## src/hw/rtl/pfe_pkg.sv

```systemverilog
`timescale 1ns / 1ps
package pfe_pkg;

    localparam int PFE_ENTRIES = 256;
    localparam int SIX_MAX     = 63;

    localparam logic [7:0] CFG_FIRST_INDEX = 8'd0;
    localparam logic [7:0] CFG_LAST_INDEX  = 8'd1;
    localparam logic [7:0] CFG_FADE_STEPS  = 8'd2;

    localparam logic [2:0] CMD_WRITE    = 3'd0;
    localparam logic [2:0] CMD_READ     = 3'd1;
    localparam logic [2:0] CMD_TARGET   = 3'd2;
    localparam logic [2:0] CMD_FADE_OUT = 3'd3;
    localparam logic [2:0] CMD_FADE_IN  = 3'd4;
    localparam logic [2:0] CMD_TICK     = 3'd5;

    typedef struct packed {
        logic [7:0] red;
        logic [7:0] green;
        logic [7:0] blue;
    } color_t;

    typedef struct packed {
        logic [2:0] cmd;
        logic [7:0] index;
        logic [7:0] red;
        logic [7:0] green;
        logic [7:0] blue;
    } pfe_in_t;

    typedef struct packed {
        logic [7:0] read_red;
        logic [7:0] read_green;
        logic [7:0] read_blue;
        logic       fading;
        logic       faded;
        logic       finished;
    } pfe_out_t;

    // v*255/63 equals 4*v plus v/21 for v up to 63
    function automatic logic [7:0] scale_six(input logic [7:0] v);
        logic [5:0] c;
        logic [1:0] q;
        begin
            c = (v > 8'(SIX_MAX)) ? 6'(SIX_MAX) : v[5:0];
            if (c == 6'(SIX_MAX))
                q = 2'd3;
            else if (c >= 6'd42)
                q = 2'd2;
            else if (c >= 6'd21)
                q = 2'd1;
            else
                q = 2'd0;
            return {c, 2'b00} + 8'(q);
        end
    endfunction

endpackage

```

## src/hw/rtl/pfe_div.sv

```systemverilog
`timescale 1ns / 1ps
module pfe_div (
    input  logic           clk,
    input  logic           rst_n,
    input  logic           start,
    input  pfe_pkg::color_t snap,
    input  pfe_pkg::color_t goal,
    input  logic [7:0]     step,
    input  logic [7:0]     steps,
    output logic           done,
    output pfe_pkg::color_t result
);
    import pfe_pkg::*;

    typedef enum logic [1:0] {D_IDLE, D_MUL, D_DIV, D_FIN} dstate_t;

    dstate_t          state_reg;
    logic [2:0][7:0]  s_reg, absd_reg, rem_reg, shf_reg, quo_reg;
    logic [2:0]       neg_reg;
    logic [7:0]       step_reg, steps_reg;
    logic [2:0]       cnt_reg;
    logic             done_reg;
    logic [2:0][7:0]  s_in, g_in, res_next;
    logic [2:0][8:0]  d_in;
    logic [2:0][15:0] prod;
    logic [2:0][8:0]  rem2;

    assign s_in = snap;
    assign g_in = goal;
    assign done = done_reg;

    always_comb
    begin
        for (int c = 0; c < 3; c++)
        begin
            d_in[c]     = {1'b0, g_in[c]} - {1'b0, s_in[c]};
            prod[c]     = 16'(absd_reg[c]) * 16'(step_reg);
            rem2[c]     = {rem_reg[c], shf_reg[c][7]};
            res_next[c] = neg_reg[c] ? (s_reg[c] - quo_reg[c]) : (s_reg[c] + quo_reg[c]);
        end
    end

    always_ff @(posedge clk or negedge rst_n)
    begin
        if (!rst_n)
        begin
            state_reg <= D_IDLE;
            done_reg  <= 1'b0;
            cnt_reg   <= '0;
        end
        else
        begin
            done_reg <= 1'b0;
            unique case (state_reg)
                D_IDLE:
                begin
                    if (start)
                    begin
                        for (int c = 0; c < 3; c++)
                        begin
                            s_reg[c]    <= s_in[c];
                            neg_reg[c]  <= d_in[c][8];
                            absd_reg[c] <= d_in[c][8] ? 8'(-d_in[c]) : d_in[c][7:0];
                        end
                        step_reg  <= step;
                        steps_reg <= steps;
                        state_reg <= D_MUL;
                    end
                end
                D_MUL:
                begin
                    for (int c = 0; c < 3; c++)
                    begin
                        rem_reg[c] <= prod[c][15:8];
                        shf_reg[c] <= prod[c][7:0];
                        quo_reg[c] <= '0;
                    end
                    cnt_reg   <= '0;
                    state_reg <= D_DIV;
                end
                D_DIV:
                begin
                    for (int c = 0; c < 3; c++)
                    begin
                        shf_reg[c] <= {shf_reg[c][6:0], 1'b0};
                        if (rem2[c] >= {1'b0, steps_reg})
                        begin
                            rem_reg[c] <= 8'(rem2[c] - {1'b0, steps_reg});
                            quo_reg[c] <= {quo_reg[c][6:0], 1'b1};
                        end
                        else
                        begin
                            rem_reg[c] <= rem2[c][7:0];
                            quo_reg[c] <= {quo_reg[c][6:0], 1'b0};
                        end
                    end
                    cnt_reg <= cnt_reg + 3'd1;
                    if (cnt_reg == 3'd7)
                    begin
                        state_reg <= D_FIN;
                    end
                end
                D_FIN:
                begin
                    result    <= res_next;
                    done_reg  <= 1'b1;
                    state_reg <= D_IDLE;
                end
                default:
                begin
                    state_reg <= D_IDLE;
                end
            endcase
        end
    end

endmodule

```

## config.mk

```make
export PLATFORM = sky130hd
export DESIGN_NAME = pfe_div
export DESIGN_NICKNAME = d
export VERILOG_FILES = /design/src/hw/rtl/pfe_pkg.sv /design/src/hw/rtl/pfe_div.sv
export SDC_FILE = /design/constraint.sdc
export NUM_CORES = 1
export LEC_CHECK = 0
export BUFFER_PORTS_ARGS = -buffer_cell sky130_fd_sc_hd__buf_2
export CAP_MARGIN = 20
export CELL_PAD_IN_SITES_DETAIL_PLACEMENT = 0
export CELL_PAD_IN_SITES_GLOBAL_PLACEMENT = 1
export CORE_MARGIN = 2
export CORE_UTILIZATION = 50
export DETAILED_ROUTE_END_ITERATION = 10
export PLACE_DENSITY_LB_ADDON = 0.15
export SLEW_MARGIN = 30
export SYNTH_ARGS = -nofsm -noshare
export SYNTH_HDL_FRONTEND = slang
export SYNTH_SLANG_ARGS = --single-unit
```

## constraint.sdc

```tcl
create_clock -name clk -period 5.74 [get_ports clk]
set_input_delay 0.287 -clock clk [delete_from_list [all_inputs] [get_ports clk]]
set_output_delay 0.287 -clock clk [all_outputs]
set_load 0.02 [all_outputs]
```

# --- Yosys cells after proc, flatten, opt, wreduce, memory -nomap -nowiden ---
# Index checks and enable logic that the tools add are counted.
word_totals:
  regBits: 169
  inputBits: 67
  output_inout_bits: 25
  wordCells: 78
classes:
  addsub: 16
  mul: 3
  order_cmp: 3
  n_eq_ne: 6
  muxes: 20
  reduce_logical: 6
op_table:
  columns: ["cell", "count"]
  rows:
  - ["24-bit one-hot mux with 2 select lines", 3]
  - ["8-bit two-way mux", 9]
  - ["8-bit by 8-bit multiplier with 16-bit output", 3]
  - ["8-bit subtractor", 6]
  - ["9-bit by 8-bit >= comparator with 1-bit output", 3]
  - ["8-bit by 8-bit subtractor with 9-bit output", 3]
  - ["8-bit adder", 3]
  - ["8-bit negator", 3]
  - ["2-bit one-hot mux with 4 select lines", 1]
  - ["3-bit one-hot mux with 2 select lines", 1]
  - ["2-bit AND reduction", 3]
  - ["2-bit == test (second input constant)", 2]
  - ["1-bit two-way mux", 4]
  - ["2-bit two-way mux", 2]
  - ["2-bit != test (second input constant)", 2]
  - ["3-bit by 1-bit adder with 3-bit output (second input constant)", 1]
  - ["3-bit == test (second input constant)", 1]
  - ["3-bit AND reduction", 1]
  - ["2-bit by 1-bit == test with 1-bit output (second input constant)", 1]
  - ["2-bit logical NOT", 1]
  - ["2-bit nonzero test", 1]

# --- Depth between registers and ports, before layout ---
depth:
  word_depth: 3
  ltp_mapped: 17
  depth_no_buf: 16

# --- Worst setup path after synthesis ---
# OpenSTA, ideal clock, no wires.
synth_path:
  path_kind: "reg2reg"
  startpoint: "reg step_reg[7]"
  endpoint: "reg rem_reg, in the netlist rem2[15] (data pin)"
  setup_ps: 278
  t_arrival_ps: 4271
  setup_slack_ps: 1191
  path_stages_with_launch: 17
  cell_sequence: "edfxtp_1 clkbuf_1 nand2_1 fa_1 fa_1 inv_1 fa_1 inv_1 fa_1 inv_1 ha_1 o21a_1 o31a_1 o21bai_1 a31oi_1 a2111oi_0 a221oi_1"
synth_via:
  elab_chain_cells: 2
synth_lines:
  columns: ["item", "line", "text"]
  rows:
  - ["from (decl)", "pfe_div.sv:20", "logic [7:0] step_reg, steps_reg;"]
  - ["from (signal assigned)", "pfe_div.sv:65", "step_reg <= step;"]
  - ["8-bit by 8-bit multiplier with 16-bit output", "pfe_div.sv:37", "prod[c] = 16'(absd_reg[c]) * 16'(step_reg);"]
  - ["24-bit one-hot mux with 2 select lines", "pfe_div.sv:54", "unique case (state_reg)"]
  - ["to (signal, indexed assignment)", "pfe_div.sv:74", "rem_reg[c] <= prod[c][15:8];"]
  - ["to (signal, indexed assignment)", "pfe_div.sv:88", "rem_reg[c] <= 8'(rem2[c] - {1'b0, steps_reg});"]
  - ["to (signal, indexed assignment)", "pfe_div.sv:93", "rem_reg[c] <= rem2[c][7:0];"]
  - ["to (decl)", "pfe_div.sv:18", "logic [2:0][7:0] s_reg, absd_reg, rem_reg, shf_reg, quo_reg;"]
# No other way between the ends.
# A chain may end at the register's enable or synchronous reset.

# --- Worst setup path in the final report ---
layout_path:
  startpoint: "reg step_reg[7]"
  endpoint: "reg rem_reg, in the netlist rem2[8] (data pin)"
# Same word-level chain as after synthesis.

==> impl_metrics.ini <==
[worst_setup_path]
crit_path_cell_trace = nand2_1 > fa_1 > fa_1 > inv_1 > fa_1 > inv_1 > fa_1 > inv_1 > ha_1 > o21a_1 > o31a_1 > o21ai_0 > o21ai_0 > xnor2_1 > a2bb2oi_1
reg2reg_from = step_reg[7]
cpPeakStageDelay_ns = 0.84
r2r_end = rem2[8]
crit_fanout = 24
slowest_stage = edfxtp_1
startpoint = step_reg[7]
critical_path_class = reg2reg
cp-start-kind = register
reg2reg_depth = 15
endpoint = rem2[8]
critPathArrivalTime_ns = 5.38
cp.required_ns = 5.93
end_kind = register
rrSetupSlack_ns = 0.55
path_common_cell = fa_1

[clock_network]
clk_pin_slew_worst_paths_ns = 0.07
clk_latency_ns = 0.45
htree_levels = 4
cts_buffer_depth = 2
postCtsResizedCells = 0
clock_sinks = 169
numCtsBuffers = 17
clockRootBuffer = clkbuf_16
cts_tree = yes
cts_post_setup_buffers_inserted = 0

[cells_and_area]
final_area_sq_mm = 0.0178
largest_reg_flops = 27
diodes = 0
area_growth_pct = 10.3
fillCellCount = 2814
final_layout_size_suffix_gt1_share_pct = 9.38
nets = 2056
stdcell_count = 2098

[sta]
setup_slack_ns = 0.549
drv_slew = 0
finClkSkew_ns = 0.0119
hold_violations = 0
rsz0062_at_grt = no
tns_ns = 0
worstMarginPinSlew_ns = 0.788
max_freq_mhz = 193
fin_crit_sh_pct = 90.4
slew_headroom_pct = 47.4
min_period_ns = 5.19
setup_viol = 0

[power]
p_clk_share_pct = 13.1
switching_share_pct = 42.8
p_leak_nw = 8.14
p_seq_share_pct = 24.7
p_int_mw = 5.34
peakVddDrop_mv = 0.287
comb_power_share_pct = 62.1
power.total_mw = 9.34
power-per-cell-area_mw_per_mm2 = 524
p_sw_mw = 4.00

[routing]
post_drt_wl_per_cell_um = 15.5
drt_iter0_markers = 528
firstDrtPassIters = 5
num_vias = 11000
vias_per_cell = 5.24
detail-route-antenna-nets = 0
drt_wl_total_um = 32600
route.detailed.drc = 0

[global_route]
grt_first_pass_wirelength_um = 55400
grt_usage_pct = 20.7
grt_use_met2_pct = 33.8
overflow = 0
grt.busiest_layer = met2
grt_use_met3_pct = 3.41
grt_use_met1_pct = 28.8
grt_max_degree = 73
antenna_found_initial = 1
grt_pass1_vias = 11400

[place]
port_buffers = 91
dp_slack_ns = 0.577
placed_cells = 2051
dp_hpwl_um = 25400
place_congestion = 0.824
place_area_sq_mm = 0.0170

[floorplanning]
die-area_sq_mm = 0.0338
initial_core_util_pct = 50.9
die_h_um = 184
rows = 65
core_sq_mm = 0.0317
die_w_um = 184
io_pins = 92

[synthesis]
ys_seq_elements = 169
synthTopCellsByArea = edfxtp_1 30%, ha_1 15%, fa_1 15%
async_reset_ff_share_pct = 3.55
synth_area_sq_mm = 0.0162
synth_warnings = 0
synth.net_count = 1959
synth.most_common_cell = inv_1
synth_top_area_share_pct = 30.3
syn_avg_cell_area_sq_um = 10.2
yosys.area.top_type = edfxtp_1
yosysUniqueCellTypes = 63
ys_seq_area_share_pct = 31.2
synth_edf_count = 163
postSynthCellCount = 1586
ys.flop_type = edfxtp_1
synthTopCellsByCount = 240 x inv_1, 189 x ha_1, 183 x and2_1

[min_path]
hold_class = in2reg
min_path_cells = 1
min_from = snap[20]

[job]
drv_cap = 0

[status]
status = completed
[cells by family after synthesis]
| group | synth area share [%] |
|---|---|
| simple gates | 14.0 |
| fa+ha+maj | 29.1 |
| buf+inv | 6.40 |
| compound gates | 10.8 |
| flops | 31.2 |
| xor+xnor | 5.48 |
| mux | 2.95 |
[critical path: cells and delay by family, from the launching register on]
kind | cells | cell delay, ns
AO/OA/AOI/OAI | 5 | 1.10
XOR/XNOR | 1 | 0.17
adder cells (fa/ha/maj) | 5 | 2.48
buffers and inverters | 3 | 0.15
flip-flops | 1 | 0.84
AND/OR/NAND/NOR | 1 | 0.18
[metal layers]
| metal | share of wire [%] | vias up |
|---|---|---|
| li1 | - | 5555 |
| met1 | 50 | 5252 |
| met2 | 45 | 161 |
| met3 | 3.1 | 28 |
| met4 | 1.4 | 0 |
| met5 | 0 | - |
[layout make-up]
| type | count | area, sq um | area share (%) |
|---|---|---|---|
| Inverter | 240 | 901 | 5.06 |
| Timing Repair Buffer | 111 | 653 | 3.67 |
| Multi-Input combinational cell | 1144 | 10100 | 56.6 |
| Clock buffer | 17 | 425 | 2.39 |
| Clock inverter | 15 | 198 | 1.11 |
| Sequential cell | 169 | 5040 | 28.3 |
| Tap cell | 402 | 503 | 2.82 |
[power groups by stage]
stage	clock network, mW	logic [mW]	registers, mW
floorplan	0	4.54	2.30
global placement	0	5.70	2.33
detailed placement	0	5.79	2.34
CTS	1.26	5.84	2.32
global route	1.30	6.66	2.36
finish	1.23	5.80	2.31
[cell usage in the layout, fill, tap and decap left out, types with 4 or more instances in the layout]
cell type,Yosys,layout
mux2_2,17,17
xnor2_1,81,81
o31a_1,6,6
nand2_1,72,72
bufinv_16,0,4
o31ai_1,11,11
nor3b_1,4,4
clkbuf_16,0,17
nor3_1,21,21
edfxtp_1,163,163
fa_1,117,117
a31oi_1,21,21
o211ai_1,4,4
inv_1,240,240
a211oi_1,13,13
and3_1,8,7
a21oi_1,60,60
o21bai_1,10,10
buf_2,1,91
xor2_1,20,20
dfrtp_1,6,6
nand3_1,11,11
clkinvlp_4,0,4
nor2_1,76,76
mux2i_1,27,27
nand2b_1,10,10
nor2b_1,23,23
ha_1,189,188
dlygate4sd3_1,0,14
o21a_1,24,24
and2_1,183,182
a21boi_0,6,6
o21ai_0,59,59
or3_1,6,6
buf_4,0,5
a21o_1,29,29
[per-stage QoR]
step / hold slack, ns / utilization, %
after global routing: 0.00836 / 56.2
after CTS: 0.00291 / 56.1
final: 0.0311 / 56.2
after global placement: 0.143 / 53.7
after detailed placement: 0.145 / 53.7
after floorplan: -0.00859 / -
[worst min path at each step]
stage,slack (ns),end
after floorplan,-0.009,cnt_reg[0]
after global placement,0.14,cnt_reg[1]
after detailed placement,0.15,cnt_reg[0]
after CTS,0.003,s_reg[13]
after global routing,0.008,s_reg[12]
final,0.03,s_reg[20]
[what timing repair did]
item | 4_1_cts | 5_1_grt
hold buffers | 14 | 0
endpoints found under the setup margin | 0 | 0
hold endpoints to repair | 19 | 0
(Power assumes the default switching activity.)
